$ cat config.mk
export PLATFORM = sky130hd
export DESIGN_NAME = morton_chunk_hash_lookup_flat
export DESIGN_NICKNAME = d
export VERILOG_FILES = /design/src/rtl/mchl_pkg.sv /design/src/rtl/mchl_in_if.sv /design/src/rtl/mchl_out_if.sv /design/src/rtl/mchl_ctrl.sv /design/src/rtl/mchl_dpath.sv /design/src/rtl/morton_chunk_hash_lookup.sv /design/src/flat_wrapper.sv
export SDC_FILE = /design/constraint.sdc
export NUM_CORES = 2
export LEC_CHECK = 0
export BUFFER_PORTS_ARGS = -buffer_cell sky130_fd_sc_hd__buf_4
export CAP_MARGIN = 20
export CORE_MARGIN = 2
export CORE_UTILIZATION = 60
export DETAILED_ROUTE_END_ITERATION = 12
export PLACE_DENSITY = 0.76
export SYNTH_ARGS = -nofsm -noshare
export SYNTH_HDL_FRONTEND = slang
export SYNTH_SLANG_ARGS = --single-unit
$ cat constraint.sdc
create_clock -name clk -period 17.5 [get_ports clk]
set_clock_uncertainty 0.1 [all_clocks]
set_input_delay 1.75 -clock clk [delete_from_list [all_inputs] [get_ports clk]]
set_output_delay 1.75 -clock clk [all_outputs]
set_load 0.005 [all_outputs]
$ cat src/rtl/mchl_pkg.sv
// ----------------------------------------------------------------------------
// mchl_pkg: shared types and constants for the Morton chunk hash lookup
// Field widths, register indexes, function codes, modulo unit sizing and the
// command and status structs between the controller and the datapath.
// ----------------------------------------------------------------------------
package mchl_pkg;

    // Parameter defaults
    localparam int TABLE_DEPTH_DEF = 64;
    localparam int AXIS_BITS_DEF   = 10;

    // Field widths
    localparam int KEY_W      = 30;
    localparam int KEY_AXIS_W = KEY_W / 3;
    localparam int COORD_W    = 32;
    localparam int SLOT_W     = 6;
    localparam int SHIFT_W    = 4;
    localparam int TSIZE_W    = 7;
    localparam int CFG_DATA_W = 7;
    localparam int CFG_IDX_W  = 1;

    // Register indexes and reset values
    localparam logic [CFG_IDX_W-1:0] CFG_CHUNK_SHIFT = 1'd0;
    localparam logic [CFG_IDX_W-1:0] CFG_TABLE_SIZE  = 1'd1;
    localparam logic [SHIFT_W-1:0]   CHUNK_SHIFT_RST = 4'd5;
    localparam logic [TSIZE_W-1:0]   TABLE_SIZE_RST  = 7'd1;

    // Function codes of an input word
    localparam logic FUNC_LOAD   = 1'b0;
    localparam logic FUNC_LOOKUP = 1'b1;

    // Key modulo unit: MOD_DIGIT_W dividend bits per cycle
    localparam int MOD_DIGIT_W = 4;
    localparam int MOD_STEPS   = (KEY_W + MOD_DIGIT_W - 1) / MOD_DIGIT_W;
    localparam int MOD_PAD_W   = MOD_STEPS * MOD_DIGIT_W;
    localparam int MOD_CNT_W   = $clog2(MOD_STEPS);

    // Controller to datapath
    typedef struct packed {
        logic clr_wr;     // write one empty row of the clearing pass
        logic load_wr;    // write the slot of a load word
        logic capture;    // take key and table size of a lookup word
        logic mod_step;   // one digit step of key modulo size
        logic advance;    // step the probe to the next slot
        logic finish;     // latch the probe outcome
        logic out_load;   // move the outcome into the output register
    } mchl_cmd_t;

    // Datapath to controller
    typedef struct packed {
        logic clr_last;     // clearing pass at the last row
        logic probe_empty;  // probed slot is empty
        logic probe_match;  // probed slot holds the key
        logic probe_last;   // this probe is the last one allowed
    } mchl_status_t;

endpackage

$ cat src/rtl/mchl_in_if.sv
// ----------------------------------------------------------------------------
// mchl_in_if: input channel of the chunk hash lookup
// Valid/ready handshake carrying one load or lookup word.
// ----------------------------------------------------------------------------
interface mchl_in_if import mchl_pkg::*; ();

    logic                      valid;
    logic                      ready;
    logic                      func;
    logic signed [COORD_W-1:0] pos_x;
    logic signed [COORD_W-1:0] pos_y;
    logic signed [COORD_W-1:0] pos_z;
    logic [SLOT_W-1:0]         slot_number;
    logic [KEY_W-1:0]          slot_key;
    logic                      slot_empty;

    modport source (
        output valid, func, pos_x, pos_y, pos_z, slot_number, slot_key, slot_empty,
        input  ready
    );

    modport sink (
        input  valid, func, pos_x, pos_y, pos_z, slot_number, slot_key, slot_empty,
        output ready
    );

endinterface

$ cat src/rtl/mchl_out_if.sv
// ----------------------------------------------------------------------------
// mchl_out_if: result channel of the chunk hash lookup
// Valid/ready handshake carrying one lookup result word.
// ----------------------------------------------------------------------------
interface mchl_out_if import mchl_pkg::*; ();

    logic              valid;
    logic              ready;
    logic              found;
    logic [SLOT_W-1:0] hit_slot;
    logic [KEY_W-1:0]  chunk_key;

    modport source (
        output valid, found, hit_slot, chunk_key,
        input  ready
    );

    modport sink (
        input  valid, found, hit_slot, chunk_key,
        output ready
    );

endinterface

$ cat src/rtl/mchl_ctrl.sv
// ----------------------------------------------------------------------------
// mchl_ctrl: sequencer of the chunk hash lookup
// Runs the clearing pass, takes input words, steps the key modulo unit and
// the probe walk, and owns the valid flag of the output register.
// ----------------------------------------------------------------------------
module mchl_ctrl import mchl_pkg::*; (
    input  logic         clk,
    input  logic         rst_n,
    input  logic         in_valid,
    input  logic         in_func,
    output logic         in_ready,
    output logic         out_valid,
    input  logic         out_ready,
    input  mchl_status_t status,
    output mchl_cmd_t    cmd
);

    localparam logic [2:0] S_CLEAR = 3'd0;
    localparam logic [2:0] S_IDLE  = 3'd1;
    localparam logic [2:0] S_MOD   = 3'd2;
    localparam logic [2:0] S_READ  = 3'd3;
    localparam logic [2:0] S_CHECK = 3'd4;
    localparam logic [2:0] S_DONE  = 3'd5;

    logic [2:0]           state_reg, state_next;
    logic [MOD_CNT_W-1:0] cnt_reg, cnt_next;
    logic                 out_valid_reg, out_valid_next;

    // Next state and commands
    always_comb
    begin
        state_next = state_reg;
        cnt_next   = cnt_reg;
        cmd        = '0;
        in_ready   = 1'b0;
        unique case (state_reg)
            S_CLEAR:
            begin
                cmd.clr_wr = 1'b1;
                if (status.clr_last)
                begin
                    state_next = S_IDLE;
                end
            end
            S_IDLE:
            begin
                in_ready = 1'b1;
                if (in_valid)
                begin
                    if (in_func == FUNC_LOOKUP)
                    begin
                        cmd.capture = 1'b1;
                        cnt_next    = '0;
                        state_next  = S_MOD;
                    end
                    else
                    begin
                        cmd.load_wr = 1'b1;
                    end
                end
            end
            S_MOD:
            begin
                cmd.mod_step = 1'b1;
                cnt_next     = cnt_reg + MOD_CNT_W'(1);
                if (cnt_reg == MOD_CNT_W'(MOD_STEPS - 1))
                begin
                    state_next = S_READ;
                end
            end
            S_READ:
            begin
                state_next = S_CHECK;
            end
            S_CHECK:
            begin
                if (status.probe_empty || status.probe_match || status.probe_last)
                begin
                    cmd.finish = 1'b1;
                    state_next = S_DONE;
                end
                else
                begin
                    cmd.advance = 1'b1;
                    state_next  = S_READ;
                end
            end
            S_DONE:
            begin
                if (!out_valid_reg || out_ready)
                begin
                    cmd.out_load = 1'b1;
                    state_next   = S_IDLE;
                end
            end
            default:
            begin
                state_next = S_IDLE;
            end
        endcase
    end

    // Hold the result word until it is taken
    always_comb
    begin
        if (cmd.out_load)
        begin
            out_valid_next = 1'b1;
        end
        else if (out_ready)
        begin
            out_valid_next = 1'b0;
        end
        else
        begin
            out_valid_next = out_valid_reg;
        end
    end

    always_ff @(posedge clk or negedge rst_n)
    begin
        if (!rst_n)
        begin
            state_reg     <= S_CLEAR;
            cnt_reg       <= '0;
            out_valid_reg <= 1'b0;
        end
        else
        begin
            state_reg     <= state_next;
            cnt_reg       <= cnt_next;
            out_valid_reg <= out_valid_next;
        end
    end

    assign out_valid = out_valid_reg;

endmodule

$ cat src/rtl/mchl_dpath.sv
// ----------------------------------------------------------------------------
// mchl_dpath: datapath of the chunk hash lookup
// Morton key build, digit-serial key modulo table size, slot table memory
// with registered read, probe index and count, and the result registers.
// ----------------------------------------------------------------------------
module mchl_dpath import mchl_pkg::*; #(
    parameter int TABLE_DEPTH = TABLE_DEPTH_DEF,
    parameter int AXIS_BITS   = AXIS_BITS_DEF
) (
    input  logic                      clk,
    input  logic                      rst_n,
    input  mchl_cmd_t                 cmd,
    output mchl_status_t              status,
    input  logic [SHIFT_W-1:0]        chunk_shift,
    input  logic [TSIZE_W-1:0]        table_size,
    input  logic signed [COORD_W-1:0] pos_x,
    input  logic signed [COORD_W-1:0] pos_y,
    input  logic signed [COORD_W-1:0] pos_z,
    input  logic [SLOT_W-1:0]         slot_number,
    input  logic [KEY_W-1:0]          slot_key,
    input  logic                      slot_empty,
    output logic                      found,
    output logic [SLOT_W-1:0]         hit_slot,
    output logic [KEY_W-1:0]          chunk_key
);

    localparam int IDX_W   = (TABLE_DEPTH > 1) ? $clog2(TABLE_DEPTH) : 1;
    localparam int SIZE_MAX = (1 << TSIZE_W) - 1;
    localparam int CAP     = (TABLE_DEPTH < SIZE_MAX) ? TABLE_DEPTH : SIZE_MAX;
    localparam int CMP_W   = ((IDX_W > TSIZE_W) ? IDX_W : TSIZE_W) + 1;
    localparam int ROW_W   = KEY_W + 1;
    localparam logic [TSIZE_W-1:0] N_CAP     = TSIZE_W'(CAP);
    localparam logic [IDX_W-1:0]   LAST_ADDR = IDX_W'(TABLE_DEPTH - 1);

    // Interleave three chunk coordinates, x lowest
    function automatic logic [KEY_W-1:0] morton(
        input logic [COORD_W-1:0] cx,
        input logic [COORD_W-1:0] cy,
        input logic [COORD_W-1:0] cz
    );
        logic [KEY_W-1:0] k;
        k = '0;
        for (int b = 0; b < KEY_AXIS_W; b++)
        begin
            if (b < AXIS_BITS)
            begin
                k[3*b]     = cx[b];
                k[3*b + 1] = cy[b];
                k[3*b + 2] = cz[b];
            end
        end
        return k;
    endfunction

    logic signed [COORD_W-1:0] cx, cy, cz;
    logic [KEY_W-1:0]          key_in;
    logic [TSIZE_W-1:0]        n_cfg;

    logic [KEY_W-1:0]     key_reg;
    logic [TSIZE_W-1:0]   n_reg;
    logic [MOD_PAD_W-1:0] div_reg, div_next;
    logic [TSIZE_W-1:0]   rem_reg, rem_next;
    logic [TSIZE_W:0]     trial;
    logic [IDX_W-1:0]     idx_reg, idx_wrap;
    logic [CMP_W-1:0]     idx_inc;
    logic [TSIZE_W-1:0]   pcnt_reg;
    logic [IDX_W-1:0]     clr_addr_reg;
    logic                 found_reg;
    logic [SLOT_W-1:0]    hit_reg;
    logic                 out_found_reg;
    logic [SLOT_W-1:0]    out_hit_reg;
    logic [KEY_W-1:0]     out_key_reg;

    logic [ROW_W-1:0] mem [TABLE_DEPTH];
    logic [ROW_W-1:0] rd_reg;
    logic             slot_ok;
    logic             wr_en;
    logic [IDX_W-1:0] wr_addr;
    logic [ROW_W-1:0] wr_data;

    // Chunk coordinates and key of the incoming word
    assign cx     = pos_x >>> chunk_shift;
    assign cy     = pos_y >>> chunk_shift;
    assign cz     = pos_z >>> chunk_shift;
    assign key_in = morton(cx, cy, cz);

    // Clamp table size to 1..depth
    always_comb
    begin
        if (table_size == '0)
        begin
            n_cfg = TSIZE_W'(1);
        end
        else if (table_size > N_CAP)
        begin
            n_cfg = N_CAP;
        end
        else
        begin
            n_cfg = table_size;
        end
    end

    // Restoring remainder, MOD_DIGIT_W dividend bits per step
    always_comb
    begin
        rem_next = rem_reg;
        div_next = div_reg;
        trial    = '0;
        for (int j = 0; j < MOD_DIGIT_W; j++)
        begin
            trial    = {rem_next, div_next[MOD_PAD_W-1]};
            div_next = div_next << 1;
            if (trial >= {1'b0, n_reg})
            begin
                trial = trial - {1'b0, n_reg};
            end
            rem_next = trial[TSIZE_W-1:0];
        end
    end

    // Wrap the probe within the table size in use
    assign idx_inc  = CMP_W'(idx_reg) + CMP_W'(1);
    assign idx_wrap = (idx_inc == CMP_W'(n_reg)) ? '0 : IDX_W'(idx_inc);

    // Slot table write port: clearing pass or load word
    assign slot_ok = (32'(slot_number) < TABLE_DEPTH);
    assign wr_en   = cmd.clr_wr || (cmd.load_wr && slot_ok);
    assign wr_addr = cmd.clr_wr ? clr_addr_reg : IDX_W'(slot_number);
    assign wr_data = cmd.clr_wr ? {1'b1, {KEY_W{1'b0}}} : {slot_empty, slot_key};

    always_ff @(posedge clk)
    begin
        if (wr_en)
        begin
            mem[wr_addr] <= wr_data;
        end
        rd_reg <= mem[idx_reg];
    end

    // Advance the clearing row
    always_ff @(posedge clk or negedge rst_n)
    begin
        if (!rst_n)
        begin
            clr_addr_reg <= '0;
        end
        else if (cmd.clr_wr)
        begin
            clr_addr_reg <= clr_addr_reg + IDX_W'(1);
        end
    end

    // Lookup working registers
    always_ff @(posedge clk)
    begin
        if (cmd.capture)
        begin
            key_reg  <= key_in;
            n_reg    <= n_cfg;
            div_reg  <= MOD_PAD_W'(key_in);
            rem_reg  <= '0;
            pcnt_reg <= '0;
        end
        if (cmd.mod_step)
        begin
            div_reg <= div_next;
            rem_reg <= rem_next;
            idx_reg <= IDX_W'(rem_next);
        end
        if (cmd.advance)
        begin
            idx_reg  <= idx_wrap;
            pcnt_reg <= pcnt_reg + TSIZE_W'(1);
        end
        if (cmd.finish)
        begin
            found_reg <= status.probe_match;
            hit_reg   <= status.probe_match ? SLOT_W'(idx_reg) : '0;
        end
        if (cmd.out_load)
        begin
            out_found_reg <= found_reg;
            out_hit_reg   <= hit_reg;
            out_key_reg   <= key_reg;
        end
    end

    // Status toward the controller
    assign status.clr_last    = (clr_addr_reg == LAST_ADDR);
    assign status.probe_empty = rd_reg[KEY_W];
    assign status.probe_match = !rd_reg[KEY_W] && (rd_reg[KEY_W-1:0] == key_reg);
    assign status.probe_last  = ((pcnt_reg + TSIZE_W'(1)) == n_reg);

    assign found     = out_found_reg;
    assign hit_slot  = out_hit_reg;
    assign chunk_key = out_key_reg;

endmodule

$ cat src/rtl/morton_chunk_hash_lookup.sv
// ----------------------------------------------------------------------------
// morton_chunk_hash_lookup: Morton-keyed chunk hash table with linear probing
// Configuration registers, controller and datapath of the lookup block.
// ----------------------------------------------------------------------------
// After reset the block sweeps the slot table once, writing every slot empty,
// and takes no word during the sweep (configuration writes go through as
// usual). A load word writes one slot in the cycle it is accepted and the next
// word can follow at once. A lookup word shifts its coordinates, interleaves
// them into a 30-bit Morton key, and then steps through the digit-serial
// key-modulo-size unit, reads and checks one slot per probe on the registered
// read port of the slot memory, and hands the result to the output register;
// the input stays closed for the whole lookup of p probes (1 up to the table
// size in use). The output register holds a result until it is taken while
// the next word is already being worked on; a lookup that finishes while that
// result still waits holds in its final state, with the input closed, until
// the result is taken.
module morton_chunk_hash_lookup import mchl_pkg::*; #(
    parameter int TABLE_DEPTH = TABLE_DEPTH_DEF,
    parameter int AXIS_BITS   = AXIS_BITS_DEF
) (
    input  logic                  clk,
    input  logic                  rst_n,
    input  logic                  cfg_we,
    input  logic [CFG_IDX_W-1:0]  cfg_index,
    input  logic [CFG_DATA_W-1:0] cfg_wdata,
    mchl_in_if.sink               in_ch,
    mchl_out_if.source            out_ch
);

    logic [SHIFT_W-1:0] chunk_shift_reg;
    logic [TSIZE_W-1:0] table_size_reg;
    mchl_cmd_t          cmd;
    mchl_status_t       status;

    // Configuration registers
    always_ff @(posedge clk or negedge rst_n)
    begin
        if (!rst_n)
        begin
            chunk_shift_reg <= CHUNK_SHIFT_RST;
            table_size_reg  <= TABLE_SIZE_RST;
        end
        else if (cfg_we)
        begin
            unique case (cfg_index)
                CFG_CHUNK_SHIFT: chunk_shift_reg <= cfg_wdata[SHIFT_W-1:0];
                CFG_TABLE_SIZE:  table_size_reg  <= cfg_wdata[TSIZE_W-1:0];
            endcase
        end
    end

    mchl_ctrl u_ctrl (
        .clk       (clk),
        .rst_n     (rst_n),
        .in_valid  (in_ch.valid),
        .in_func   (in_ch.func),
        .in_ready  (in_ch.ready),
        .out_valid (out_ch.valid),
        .out_ready (out_ch.ready),
        .status    (status),
        .cmd       (cmd)
    );

    mchl_dpath #(
        .TABLE_DEPTH (TABLE_DEPTH),
        .AXIS_BITS   (AXIS_BITS)
    ) u_dpath (
        .clk         (clk),
        .rst_n       (rst_n),
        .cmd         (cmd),
        .status      (status),
        .chunk_shift (chunk_shift_reg),
        .table_size  (table_size_reg),
        .pos_x       (in_ch.pos_x),
        .pos_y       (in_ch.pos_y),
        .pos_z       (in_ch.pos_z),
        .slot_number (in_ch.slot_number),
        .slot_key    (in_ch.slot_key),
        .slot_empty  (in_ch.slot_empty),
        .found       (out_ch.found),
        .hit_slot    (out_ch.hit_slot),
        .chunk_key   (out_ch.chunk_key)
    );

    // A lookup closes the input for the following cycle
    a_lookup_blocks: assert property (@(posedge clk) disable iff (!rst_n)
        in_ch.valid && in_ch.ready && (in_ch.func == FUNC_LOOKUP) |=> !in_ch.ready)
        else $error("input reopened right after a lookup word");

    // Never overwrite a result word that is still waiting
    a_no_overwrite: assert property (@(posedge clk) disable iff (!rst_n)
        cmd.out_load |-> !out_ch.valid || out_ch.ready)
        else $error("result word overwritten before it was taken");

    // At most one datapath command per cycle
    a_one_cmd: assert property (@(posedge clk) disable iff (!rst_n)
        $onehot0({cmd.clr_wr, cmd.load_wr, cmd.capture, cmd.mod_step,
                  cmd.advance, cmd.finish, cmd.out_load}))
        else $error("conflicting datapath commands");

endmodule

$ cat src/flat_wrapper.sv
// flat-port wrapper written by rule: the top's interface ports become plain ports
module morton_chunk_hash_lookup_flat import mchl_pkg::*;
#(
    parameter int TABLE_DEPTH = TABLE_DEPTH_DEF,
    parameter int AXIS_BITS   = AXIS_BITS_DEF
)
  (clk, rst_n, cfg_we, cfg_index, cfg_wdata, in_ch_valid, in_ch_func, in_ch_pos_x, in_ch_pos_y, in_ch_pos_z, in_ch_slot_number, in_ch_slot_key, in_ch_slot_empty, in_ch_ready, out_ch_valid, out_ch_found, out_ch_hit_slot, out_ch_chunk_key, out_ch_ready);
  mchl_in_if in_ch_i ();
  mchl_out_if out_ch_i ();
  input  logic clk;
  input  logic rst_n;
  input  logic cfg_we;
  input  logic [CFG_IDX_W-1:0] cfg_index;
  input  logic [CFG_DATA_W-1:0] cfg_wdata;
  input wire logic [$bits(in_ch_i.valid)-1:0] in_ch_valid;
  input wire logic [$bits(in_ch_i.func)-1:0] in_ch_func;
  input wire logic [$bits(in_ch_i.pos_x)-1:0] in_ch_pos_x;
  input wire logic [$bits(in_ch_i.pos_y)-1:0] in_ch_pos_y;
  input wire logic [$bits(in_ch_i.pos_z)-1:0] in_ch_pos_z;
  input wire logic [$bits(in_ch_i.slot_number)-1:0] in_ch_slot_number;
  input wire logic [$bits(in_ch_i.slot_key)-1:0] in_ch_slot_key;
  input wire logic [$bits(in_ch_i.slot_empty)-1:0] in_ch_slot_empty;
  output wire logic [$bits(in_ch_i.ready)-1:0] in_ch_ready;
  output wire logic [$bits(out_ch_i.valid)-1:0] out_ch_valid;
  output wire logic [$bits(out_ch_i.found)-1:0] out_ch_found;
  output wire logic [$bits(out_ch_i.hit_slot)-1:0] out_ch_hit_slot;
  output wire logic [$bits(out_ch_i.chunk_key)-1:0] out_ch_chunk_key;
  input wire logic [$bits(out_ch_i.ready)-1:0] out_ch_ready;
  assign in_ch_i.valid = in_ch_valid;
  assign in_ch_i.func = in_ch_func;
  assign in_ch_i.pos_x = in_ch_pos_x;
  assign in_ch_i.pos_y = in_ch_pos_y;
  assign in_ch_i.pos_z = in_ch_pos_z;
  assign in_ch_i.slot_number = in_ch_slot_number;
  assign in_ch_i.slot_key = in_ch_slot_key;
  assign in_ch_i.slot_empty = in_ch_slot_empty;
  assign in_ch_ready = in_ch_i.ready;
  assign out_ch_valid = out_ch_i.valid;
  assign out_ch_found = out_ch_i.found;
  assign out_ch_hit_slot = out_ch_i.hit_slot;
  assign out_ch_chunk_key = out_ch_i.chunk_key;
  assign out_ch_i.ready = out_ch_ready;
  morton_chunk_hash_lookup #(.TABLE_DEPTH(TABLE_DEPTH), .AXIS_BITS(AXIS_BITS)) u_core (.clk(clk), .rst_n(rst_n), .cfg_we(cfg_we), .cfg_index(cfg_index), .cfg_wdata(cfg_wdata), .in_ch(in_ch_i), .out_ch(out_ch_i));
endmodule
==> flow_summary.toml <==
[pwr]
power_w = 0.0179
leakage_nw = 31.5
power.internal_w = 0.0120
switching_share_pct = 32.9
switchingPower_w = 0.00588
peakVddDrop_mv = 0.227
power_density_mw_per_mm2 = 183
power_frac_seq_pct = 39.3
clkPwrFrac_pct = 24.5
p_comb_share_pct = 36.2

[grt]
overflow = 0
globalRouteTotalUtil_pct = 30.0
grt_pass1_vias = 43300
grt_max_degree = 100
grt_first_pass_wirelength_um = 310000
antenna_found_initial = 14

[layout]
fillerInstances = 8398
mostFrequentLayoutCells = "edfxtp_1, mux4_2, buf_4, clkbuf_16, nand2_1"
seq_area_mm2 = 0.0648
largest_register_ffs = 1984
nets = 4324
fin_util_pct = 68.6
multiInputGateArea_mm2 = 0.0211
area_growth_pct = 13.2
final_common_cell = "edfxtp_1"
final_layout_size_suffix_gt1_share_pct = 32.9

[cts]
cts.sinks = 2172
clk_pin_slew_ns = 0.07
clock_latency_ns = 0.83
ctsHoldBuffers = 0
numCtsBuffers = 204
cts_tree = "done"
cts-htree-levels = 4
postCtsSetupBuffers = 0
cts_buffer_depth = 3
cts_resized = 0
cts-root-buf = "clkbuf_16"

[worst_setup_path]
crit_start = "u_core.u_dpath.n_reg[1]$_SDFFCE_PP0P_"
r2r_cells = 31
cp_num_buf_inv = 1
start_kind = "flop"
crit_family = "compound AO/OA/AOI/OAI gates"
cp_common_cell = "o31a_1"
crit_fanout = 8
slowest_stage = "edfxtp_1"
worstPathArrival_ns = 9.65
r2r_start = "u_core.u_dpath.n_reg[1]$_SDFFCE_PP0P_"
worstPathRequired_ns = 17.96
endpoint_kind = "flop"
crit_path_max_incr_delay_ns = 0.55
worst-path-stages = 31
criticalPathCategory = "reg -> reg"

[drt]
drc = 0
viasPerCell = 6.88
antenna_left = 0
dr_total_vias = 42700
wl_um = 217000
wire_per_inst_um = 34.9
drtIter0Drc = 5992
firstDrtPassIters = 5

[floorplanning]
io_pins = 186
die_area_mm2 = 0.146
die_y_um = 383
rows = 138
start_util_pct = 60.6
die_w_um = 383
coreArea_mm2 = 0.142

[placed_design]
gp_congestion = 0.839
io_buffers = 164
dp.final_hpwl_um = 113000

[logic_synthesis]
synth-edff-count = 2113
synth_nets = 4016
syn_avg_cell_area_um2 = 22.5
netlist_area_mm2 = 0.0861
synth.distinct_cells = 69
synthArstFlopShare_pct = 1.10
synth_cells = 3832
yosys_warnings = 0
seq_area_frac_synth_pct = 75.2
synth_seq_cells = 2172
synthFlopType = "edfxtp_1"

[worst_hold_path]
hold_path.startpoint = "u_core.u_dpath.hit_reg[2]$_SDFFCE_PN0P_"
hold_depth = 0
min_path_type = "reg -> reg"

[sta]
hold_viol = 0
relSlewSlack_pct = 27.1
fmax_mhz = 109
post-route-period-util_pct = 52.5
drv_slew = 0
rsz0062_at_grt = "no"
worstMarginPinSlew_ns = 1.09
setup_viol = 0
tns_ns = 0
period_needed_ns = 9.20

[status]
status = "finished clean"

[job]
drv_cap = 0
[power by group through the flow]
stage	logic [W]	clock network [W]	registers, W
floorplan	0.00435	0	0.00704
global placement	0.00616	0	0.00709
detailed placement	0.00628	0	0.00711
CTS	0.00638	0.00442	0.00703
global route	0.00684	0.00460	0.00705
finish	0.00646	0.00438	0.00702
[Yosys cell counts, types with 9 or more instances]
library cell     n  area (µm²)
nand4_1         10        62.6
mux2_2          41         462
nor2b_1         47         294
buf_1           49         184
a21oi_1         50         250
clkbuf_1       141         529
nand2_1         90         338
mux2i_1         67         671
mux4_2         679       15300
inv_1           32         120
ha_1            33         413
nor2_1         124         465
nor3_1           9        45.0
and2_1          10        62.6
xor2_1          32         280
edfxtp_1      2113       63500
dfxtp_1         35         701
xnor2_1         39         342
o21ai_0         37         185
a22o_1          26         228
nand3_1         25         125
dfrtp_1         21         526
[metrics by stage]
stage | hold WS [ns] | setup slack (ns) | cells | area (µm²)
4_1_cts | 0.322 | 8.32 | 6194 | 97200
3_3_place_gp | 0.313 | 8.33 | 5810 | 90600
5_1_grt | 0.341 | 7.62 | 6206 | 97400
3_5_place_dp | 0.307 | 8.34 | 5812 | 90600
6_report | 0.321 | 8.30 | 6209 | 97400
2_1_floorplan | 0.300 | 9.50 | 3832 | 86100
[area by class of cell]
cell class                      instances  share of cell area, %
Multi-Input combinational cell       1428                   21.7
Timing Repair Buffer                  300                   2.52
Antenna cell                            3                0.00771
Clock inverter                        119                   1.13
Inverter                               34                  0.131
Clock buffer                          263                   5.63
Tap cell                             1890                   2.43
Sequential cell                      2172                   66.5
[final timing paths]
path	to	slack (ns)
max reg2reg	u_core.u_dpath.idx_reg[5]$_DFFE_PP_	8.30
min	u_core.u_dpath.hit_slot[2]$_DFFE_PP_	0.32
min in group asynchronous	u_core.table_size_reg[5]$_DFFE_PN0P_	0.75
max in group asynchronous	u_core.chunk_shift_reg[1]$_DFFE_PN0P_	16.22
min reg2reg	u_core.u_dpath.hit_slot[2]$_DFFE_PP_	0.32
max	u_core.u_dpath.idx_reg[5]$_DFFE_PP_	8.30
[worst reg2reg max path: cells and delay by family, from the launching register on]
kind	cells	cell delay [ns]
compound gates	16	3.79
fa+ha+maj	4	1.66
buf+inv	1	0.26
flops	1	0.55
mux	4	1.35
simple gates	6	1.24
[cell families (layout without fill, tap and decap cells)]
family	after synthesis	after routing	share of synthesized area [%]
AO/OA/AOI/OAI	177	177	1.39
XOR/XNOR	71	71	0.723
adder cells (fa/ha/maj)	37	37	0.573
buffers and inverters	232	716	1.05
flip-flops	2172	2172	75.2
multiplexers	788	788	19.1
other	0	3	0
AND/OR/NAND/NOR	355	355	1.93
[layer usage]
layer	share of wire, %	track usage (%)	vias up
li1	-	-	16800
met1	36	40.6	22400
met2	50	48.8	3025
met3	11	7.08	466
met4	3.3	9.86	8
met5	0.028	0	-
Power figures use the tool's default switching activity.
